<file path="config.mk">
export PLATFORM = sky130hd
export DESIGN_NAME = sorted_max_priority_queue
export DESIGN_NICKNAME = d
export VERILOG_FILES = /design/src/rtl/smpq_pkg.sv /design/src/rtl/smpq_ctrl.sv /design/src/rtl/smpq_datapath.sv /design/src/rtl/sorted_max_priority_queue.sv
export SDC_FILE = /design/constraint.sdc
export NUM_CORES = 2
export LEC_CHECK = 0
export BUFFER_PORTS_ARGS = -buffer_cell sky130_fd_sc_hd__buf_4
export CORE_ASPECT_RATIO = 1.25
export CORE_UTILIZATION = 50
export CTS_BUF_LIST = sky130_fd_sc_hd__clkbuf_2
export DETAILED_ROUTE_END_ITERATION = 7
export GPL_ROUTABILITY_DRIVEN = 0
export PLACE_DENSITY = 0.73
export SLEW_MARGIN = 5
export SYNTH_ARGS = -nofsm -noshare
export SYNTH_HDL_FRONTEND = slang
export SYNTH_SLANG_ARGS = --single-unit
</file>
<file path="constraint.sdc">
create_clock -name clk_i -period 4.9 [get_ports clk_i]
set_clock_uncertainty 0.15 [all_clocks]
set_input_delay 0.98 -clock clk_i [delete_from_list [all_inputs] [get_ports clk_i]]
set_output_delay 0.98 -clock clk_i [all_outputs]
set_load 0.005 [all_outputs]
</file>
<file path="src/rtl/smpq_pkg.sv">
package smpq_pkg;

  // queue capacity
  localparam int unsigned DEPTH = 16;
  // width of the live entry count, holds 0 .. DEPTH
  localparam int unsigned CNT_W = $clog2(DEPTH + 1);
  localparam int unsigned DATA_W = 32;
  localparam int unsigned CMD_W = 2;
  localparam int unsigned COUNT_OUT_W = 5;

  // command codes
  localparam logic [CMD_W-1:0] CMD_INSERT = 2'd0;
  localparam logic [CMD_W-1:0] CMD_REMOVE = 2'd1;
  localparam logic [CMD_W-1:0] CMD_PEEK = 2'd2;

  // status codes
  typedef enum logic [1:0] {
    ST_OK        = 2'd0,
    ST_OVERFLOW  = 2'd1,
    ST_UNDERFLOW = 2'd2
  } status_e;

  // datapath operations
  typedef enum logic [1:0] {
    OP_NONE   = 2'd0,
    OP_INSERT = 2'd1,
    OP_REMOVE = 2'd2
  } op_e;

  // controller to datapath
  typedef struct packed {
    logic    load;
    op_e     op;
    status_e status;
  } dp_cmd_t;

  // datapath to controller
  typedef struct packed {
    logic empty;
    logic full;
  } dp_stat_t;

endpackage

</file>
<file path="src/rtl/smpq_ctrl.sv">
module smpq_ctrl (
  input  logic                           clk_i,
  input  logic                           rst_ni,
  input  logic                           in_valid_i,
  output logic                           in_stall_o,
  input  logic [smpq_pkg::CMD_W-1:0]     command_i,
  output logic                           out_valid_o,
  input  logic                           out_stall_i,
  input  smpq_pkg::dp_stat_t             stat_i,
  output smpq_pkg::dp_cmd_t              cmd_o
);

  typedef enum logic {
    S_IDLE,
    S_RESULT
  } state_e;

  state_e state_q;
  state_e state_d;
  logic   accept;

  // a new word may enter when the result register is free or drains now
  assign in_stall_o = (state_q == S_RESULT) && out_stall_i;
  assign accept     = in_valid_i && !in_stall_o;
  assign out_valid_o = (state_q == S_RESULT);

  // command decode into datapath operation and status
  always_comb begin
    cmd_o.load   = accept;
    cmd_o.op     = smpq_pkg::OP_NONE;
    cmd_o.status = smpq_pkg::ST_OK;
    if (command_i == smpq_pkg::CMD_INSERT) begin
      if (stat_i.full) begin
        cmd_o.status = smpq_pkg::ST_OVERFLOW;
      end else begin
        cmd_o.op = smpq_pkg::OP_INSERT;
      end
    end else if (command_i == smpq_pkg::CMD_REMOVE) begin
      if (stat_i.empty) begin
        cmd_o.status = smpq_pkg::ST_UNDERFLOW;
      end else begin
        cmd_o.op = smpq_pkg::OP_REMOVE;
      end
    end
  end

  // next state
  always_comb begin
    state_d = state_q;
    unique case (state_q)
      S_IDLE: begin
        if (accept) state_d = S_RESULT;
      end
      S_RESULT: begin
        if (!out_stall_i && !accept) state_d = S_IDLE;
      end
      default: state_d = S_IDLE;
    endcase
  end

  // state register
  always_ff @(posedge clk_i or negedge rst_ni) begin
    if (!rst_ni) begin
      state_q <= S_IDLE;
    end else begin
      state_q <= state_d;
    end
  end

endmodule

</file>
<file path="src/rtl/smpq_datapath.sv">
module smpq_datapath (
  input  logic                                   clk_i,
  input  logic                                   rst_ni,
  input  logic signed [smpq_pkg::DATA_W-1:0]     value_i,
  input  smpq_pkg::dp_cmd_t                      cmd_i,
  output smpq_pkg::dp_stat_t                     stat_o,
  output logic [1:0]                             status_o,
  output logic signed [smpq_pkg::DATA_W-1:0]     top_value_o,
  output logic                                   top_valid_o,
  output logic [smpq_pkg::COUNT_OUT_W-1:0]       count_o
);

  logic signed [smpq_pkg::DATA_W-1:0] entries_q [smpq_pkg::DEPTH];
  logic signed [smpq_pkg::DATA_W-1:0] entries_d [smpq_pkg::DEPTH];
  logic [smpq_pkg::CNT_W-1:0]         count_q;
  logic [smpq_pkg::CNT_W-1:0]         count_d;
  logic [smpq_pkg::DEPTH-1:0]         shift_here;

  logic [1:0]                         status_q;
  logic signed [smpq_pkg::DATA_W-1:0] top_value_q;
  logic                               top_valid_q;
  logic [smpq_pkg::COUNT_OUT_W-1:0]   count_out_q;

  assign stat_o.empty = (count_q == '0);
  assign stat_o.full  = (count_q == smpq_pkg::CNT_W'(smpq_pkg::DEPTH));

  // per-slot compare: live entry not above the new value, or slot beyond the tail
  always_comb begin
    for (int i = 0; i < smpq_pkg::DEPTH; i++) begin
      shift_here[i] = (smpq_pkg::CNT_W'(i) >= count_q) || (entries_q[i] <= value_i);
    end
  end

  // next entries: insert shifts the tail down, remove shifts all up
  always_comb begin
    for (int i = 0; i < smpq_pkg::DEPTH; i++) begin
      entries_d[i] = entries_q[i];
    end
    count_d = count_q;
    unique case (cmd_i.op)
      smpq_pkg::OP_INSERT: begin
        for (int i = 0; i < smpq_pkg::DEPTH; i++) begin
          if (shift_here[i]) begin
            if (i > 0 && shift_here[(i > 0) ? i - 1 : 0]) begin
              entries_d[i] = entries_q[(i > 0) ? i - 1 : 0];
            end else begin
              entries_d[i] = value_i;
            end
          end
        end
        count_d = count_q + smpq_pkg::CNT_W'(1);
      end
      smpq_pkg::OP_REMOVE: begin
        for (int i = 0; i < smpq_pkg::DEPTH - 1; i++) begin
          entries_d[i] = entries_q[i + 1];
        end
        count_d = count_q - smpq_pkg::CNT_W'(1);
      end
      default: begin
      end
    endcase
  end

  // entry storage, no reset: only live slots are read
  always_ff @(posedge clk_i) begin
    if (cmd_i.load) begin
      for (int i = 0; i < smpq_pkg::DEPTH; i++) begin
        entries_q[i] <= entries_d[i];
      end
    end
  end

  // live entry count
  always_ff @(posedge clk_i or negedge rst_ni) begin
    if (!rst_ni) begin
      count_q <= '0;
    end else if (cmd_i.load) begin
      count_q <= count_d;
    end
  end

  // result word register
  always_ff @(posedge clk_i) begin
    if (cmd_i.load) begin
      status_q    <= cmd_i.status;
      top_valid_q <= (count_d != '0);
      top_value_q <= (count_d != '0) ? entries_d[0] : '0;
      count_out_q <= smpq_pkg::COUNT_OUT_W'(count_d);
    end
  end

  assign status_o    = status_q;
  assign top_value_o = top_value_q;
  assign top_valid_o = top_valid_q;
  assign count_o     = count_out_q;

endmodule

</file>
<file path="src/rtl/sorted_max_priority_queue.sv">
// Sorted max priority queue, up to smpq_pkg::DEPTH signed 32-bit values.
// Input channel: in_valid_i / in_stall_o carry one word of command_i and
// value_i (insert, remove largest, peek; code 3 acts as a peek).
// Output channel: out_valid_o / out_stall_i carry one result word per input
// word: status_o, top_value_o, top_valid_o and count_o after the operation.
// A word accepted at one edge has its result valid from the next cycle on.
// Throughput is one word per cycle; the insert is a row of per-slot
// compare-and-shift cells that all update in that cycle.
// The single result register sets the rate: a new word is taken when it is
// empty or drains in the same cycle.
// While the receiver stalls, the result holds and in_stall_o stays high.
// Reset empties the queue and drops any pending result; no clearing pass
// is needed, since only live slots are ever read.
module sorted_max_priority_queue (
  input  logic                                   clk_i,
  input  logic                                   rst_ni,
  input  logic                                   in_valid_i,
  output logic                                   in_stall_o,
  input  logic [smpq_pkg::CMD_W-1:0]             command_i,
  input  logic signed [smpq_pkg::DATA_W-1:0]     value_i,
  output logic                                   out_valid_o,
  input  logic                                   out_stall_i,
  output logic [1:0]                             status_o,
  output logic signed [smpq_pkg::DATA_W-1:0]     top_value_o,
  output logic                                   top_valid_o,
  output logic [smpq_pkg::COUNT_OUT_W-1:0]       count_o
);

  smpq_pkg::dp_cmd_t  dp_cmd;
  smpq_pkg::dp_stat_t dp_stat;

  // handshake and command decode
  smpq_ctrl u_ctrl (
    .clk_i       (clk_i),
    .rst_ni      (rst_ni),
    .in_valid_i  (in_valid_i),
    .in_stall_o  (in_stall_o),
    .command_i   (command_i),
    .out_valid_o (out_valid_o),
    .out_stall_i (out_stall_i),
    .stat_i      (dp_stat),
    .cmd_o       (dp_cmd)
  );

  // sorted storage and result word
  smpq_datapath u_datapath (
    .clk_i       (clk_i),
    .rst_ni      (rst_ni),
    .value_i     (value_i),
    .cmd_i       (dp_cmd),
    .stat_o      (dp_stat),
    .status_o    (status_o),
    .top_value_o (top_value_o),
    .top_valid_o (top_valid_o),
    .count_o     (count_o)
  );

endmodule

</file>
Word level (Yosys, flattened, before mapping)
Memory sizes are Yosys's and may differ from the RTL's.
Cells that the tools add are included.
{"block": "classes", "eq_ne": 4, "bitwise_logic": 1, "n_reduce_logical": 25, "n_mux": 44, "n_lt_le_gt_ge": 32, "addsub": 2}
{"operator": "32-bit 2-to-1 mux", "count": 32}
{"operator": "480-bit one-hot mux with 2 select lines", "count": 1}
{"operator": "32-bit less-or-equal comparator", "count": 16}
{"operator": "4-bit by 5-bit greater-or-equal comparator with 1-bit output, first input constant", "count": 8}
{"operator": "3-bit by 5-bit greater-or-equal comparator with 1-bit output, first input constant", "count": 4}
{"operator": "1-bit logical OR", "count": 16}
{"operator": "1-bit by 5-bit greater-or-equal comparator with 1-bit output, first input constant", "count": 2}
{"operator": "2-bit by 5-bit greater-or-equal comparator with 1-bit output, first input constant", "count": 2}
{"operator": "5-bit one-hot mux with 2 select lines", "count": 1}
{"operator": "4-bit 2-to-1 mux", "count": 2}
{"operator": "5-bit by 1-bit adder with 5-bit output, second input constant", "count": 1}
{"operator": "5-bit == test, second input constant", "count": 1}
{"operator": "5-bit zero test", "count": 1}
{"operator": "1-bit 2-to-1 mux", "count": 5}
{"operator": "5-bit nonzero test", "count": 1}
{"operator": "5-bit by 1-bit subtractor with 5-bit output, second input constant", "count": 1}
{"operator": "2-bit by 1-bit == test with 1-bit output, second input constant", "count": 2}
{"operator": "2-bit 2-to-1 mux", "count": 2}
{"operator": "1-bit logical AND", "count": 3}
{"operator": "1-bit zero test", "count": 3}
{"operator": "2-bit == test, second input constant", "count": 1}
{"operator": "2-bit zero test", "count": 1}
{"operator": "1-bit one-hot mux with 2 select lines", "count": 1}
{"operator": "1-bit NOT", "count": 1}
{"block": "totals", "register_bits": 46, "ram_bits": 512, "memories": 1, "elab_cells": 115}
{"name": "u_datapath.entries_q", "depth": 16, "width": 32, "rd": 16, "rd_ports_with_merged_regs": 0, "wr": 16, "line": "smpq_datapath.sv:13", "source": "logic signed [smpq_pkg::DATA_W-1:0] entries_q [smpq_pkg::DEPTH];"}

Depth between registers and ports, before layout
{"block": "depth", "word_depth": 7, "depth_mapped": 12, "mapped_depth_nobuf": 10}

Hierarchy
Synthesis repeated with hierarchy kept, for this count alone.
{"block": "hier_totals", "cells_unflattened": 3763, "area_unflattened_um2": 39456.6}
{"module": "smpq_datapath", "area_each_um2": 39369.0, "instances": 1, "cells_each": 3754, "seq_area_each_um2": 16701.0}
{"module": "smpq_ctrl", "area_each_um2": 87.6, "instances": 1, "cells_each": 9, "seq_area_each_um2": 25.0}

Worst setup path before layout
No wires, ideal clock.
{"block": "synth_timing", "kind": "input port to flip-flop", "start": "input port value_i[9] (netlist name)", "end": "memory u_datapath.entries_q[15][0] (netlist name), enable pin", "path_buffers": 0, "setup_time_ns": 0.480, "slack_ns": -1.126, "arrival_ns": 5.395, "path_stages": 10, "t_required_ns": 4.270, "path_cell_list": "inv_1 > ha_1 > a21o_1 > a21o_1 > a2111oi_0 > nor4b_1 > o2111ai_1 > nand3_1 > xnor2_1 > a311oi_1"}
{"element": "start, declared", "line": "sorted_max_priority_queue.sv:20", "source": "input logic signed [smpq_pkg::DATA_W-1:0] value_i,"}
{"element": "end, declared", "line": "smpq_datapath.sv:13"}

==> flow_summary.ini <==
[min_path]
hold_path.class = in2reg

[global_route]
grt_max_degree = 229
antenna_found_initial = 1
grt_pass1_wl_um = 188000
use_met1 = 0.391
grt_use_total = 0.299
top_usage_layer = met2
use_met2 = 0.476
grt_overflow = 0
use_met3 = 0.0434
grt_pass1_vias = 34000

[synthesis]
yosysTopAreaCell = edfxtp_1
synthTopCellsByCount = nand2_1 (559), edfxtp_1 (552), ha_1 (517), nand3_1 (371), nor2_1 (352)
synth_edf_count = 552
synth_flop_cell = edfxtp_1
ys_ff_latch = 558
synthArstFlopShare = 0.0108
netlist_instances = 3964
synth.most_common_cell = nand2_1
synth-seq-area-share = 0.422
synth_nets = 4519
postSynthAreaPerCell_um2 = 10.0
synth_area_mm2 = 0.0396
yosys_warnings = 0
synth_cell_types = 81
synth_area_leaders = edfxtp_1 (42%), ha_1 (16%), a221o_1 (5.6%)
synth_top_area_share = 0.418

[timing]
fmax_mhz = 246
final_hold_viol_count = 0
setup_tns_ns = 0
period_minus_slack_ns = 4.06
drv_slew = 0
tightest_slew_ns = 1.24
rsz0062_at_grt = false
setup_viol = 0
slew_headroom = 0.172
hold_ws_ns = 0.198
min_period_over_period = 0.829

[routing]
detail_route.wl_per_cell_um = 22.7
drt_iter0_markers = 3759
dr.pass1.iters = 6
totalWireLength_um = 120000
drc = 0
viasPerCell = 6.50
via_count = 34400
ant_nets = 0

[clock_network]
post_cts_buffers = 0
cts_root_buf = clkbuf_2
cts_hold_buf = 40
cts_tree = built
cts_buffer_depth = 3
clock_latency_ns = 1.41
cts_buffers = 152
clkTransAtPathRegs_ns = 0.11
cts.htree.levels = 4
clock_sinks = 558
cts_resized = 0

[final_layout]
fin_util = 0.562
drive_gt1_frac = 0.140
register_area_mm2 = 0.0167
fill_cells = 6990
final_nets = 4683
multi_input_area_mm2 = 0.0216
area_growth_syn_to_layout_pct = 11.4

[setup_path]
endpoint = u_datapath.entries_q[14][2]
path_delay_family = simple AND/OR/NAND/NOR gates
path_depth = 8
worst_setup_path_end_kind = flip-flop
cpMaxStageDelayCell = dfrtp_1
crit_path_start_kind = flip-flop
slowest_delay_ns = 0.69
critPathBufInv = 2
r2r_cells = 8
startpoint = u_datapath.count_q[1]
critPathMaxFanout = 54
path_class = reg2reg
rrSetupSlack_ns = 0.84
rr_endpoint = u_datapath.entries_q[14][2]
cp.arrival_ns = 4.96
r2r-start = u_datapath.count_q[1]
critPathRequiredTime_ns = 5.80
path_cells = inv_1 > ha_1 > nand2_1 > o21a_4 > nor2_2 > nor2_1 > o21a_1 > buf_4

[power_and_ir_drop]
peakVddDrop_v = 0.000263
finalPower_mw = 15.9
p_per_area_mw_per_mm2 = 360
p_leak_nw = 17.5

[floorplanning]
num_io_pins = 80
core_area_mm2 = 0.0786
rows = 115
die-area_mm2 = 0.0804
die_h_um = 317
start_util = 0.504
fp.dieW_um = 254

[placed_design]
dp_hpwl_um = 87600
port_buffers = 79

[run_status]
status = completed

[flow_run]
drv_cap = 0
flip-flops by register name (all words and copies together), names as in the netlist:
register	count
u_datapath.top_valid_o	1
u_datapath.top_value_o	32
u_datapath.entries_q	512
u_datapath.count_o	5
u_ctrl.out_valid_o	1
u_datapath.status_o	2
u_datapath.count_q	5
worst register-to-register path: stages, from the launching register on:
cell	delay, ns
dfrtp_1	0.69
inv_1	0.17
ha_1	0.32
nand2_1	0.13
o21a_4	0.60
nor2_2	0.38
nor2_1	0.61
o21a_1	0.21
buf_4	0.42
worst min path at each step:
stage	from	end	slack, ns	cells after the start
after global placement	u_ctrl.out_valid_o	u_ctrl.out_valid_o	0.36	2
after detailed placement	u_ctrl.out_valid_o	u_ctrl.out_valid_o	0.36	2
after floorplan	u_ctrl.out_valid_o	u_ctrl.out_valid_o	0.36	2
after CTS	out_stall_i	u_ctrl.out_valid_o	0.03	4
after global routing	out_stall_i	u_ctrl.out_valid_o	0.15	4
final	out_stall_i	u_ctrl.out_valid_o	0.20	4
cells by family after synthesis:
group           synth area share
buf+inv                   0.0398
mux                       0.0123
compound gates             0.194
flops                      0.422
simple gates               0.167
xor+xnor                 0.00155
fa+ha+maj                  0.163
cell type report:
cell class              count  share of cell area
multi-input cells        3022               0.490
diodes                      1           0.0000567
well taps                1053              0.0299
flip-flops and latches    558               0.379
repair buffers            297              0.0622
clock buffers             236              0.0268
inverters                  97             0.00834
clock inverters            32             0.00340
layout by cell type (no fill, tap or decap), types with 27 or more instances in the layout:
| cell type | instances |
|---|---|
| a21o_1 | 54 |
| a21oi_1 | 175 |
| a221o_1 | 222 |
| a22o_1 | 33 |
| and4_1 | 27 |
| buf_12 | 33 |
| buf_4 | 224 |
| clkbuf_2 | 236 |
| dlygate4sd3_1 | 40 |
| edfxtp_1 | 552 |
| ha_1 | 517 |
| inv_1 | 96 |
| nand2_1 | 557 |
| nand3_1 | 371 |
| nand4_1 | 85 |
| nor2_1 | 347 |
| o211ai_1 | 116 |
| o21ai_0 | 65 |
| o311ai_0 | 116 |
through the flow:
step / std cells / cell area [um^2] / worst slack [ns]
floorplan: 3964 / 39700 / -0.219
global placement: 4987 / 42400 / 0.192
detailed placement: 4987 / 42400 / 0.168
CTS: 5295 / 44100 / 0.900
global route: 5296 / 44100 / 0.616
finish: 5296 / 44100 / 0.840
power by group:
group	internal (mW)	switching (mW)	total (mW)
registers	6.10	0.507	6.60
clock network	1.31	2.12	3.43
logic	2.15	3.71	5.86
total	9.57	6.34	15.9
routing by layer:
metal	vias up	part of all wire
li1	15900	-
met1	16500	0.41
met2	1664	0.46
met3	306	0.076
met4	0	0.051
met5	-	0
No activity file was read; power rests on OpenSTA's default activity.
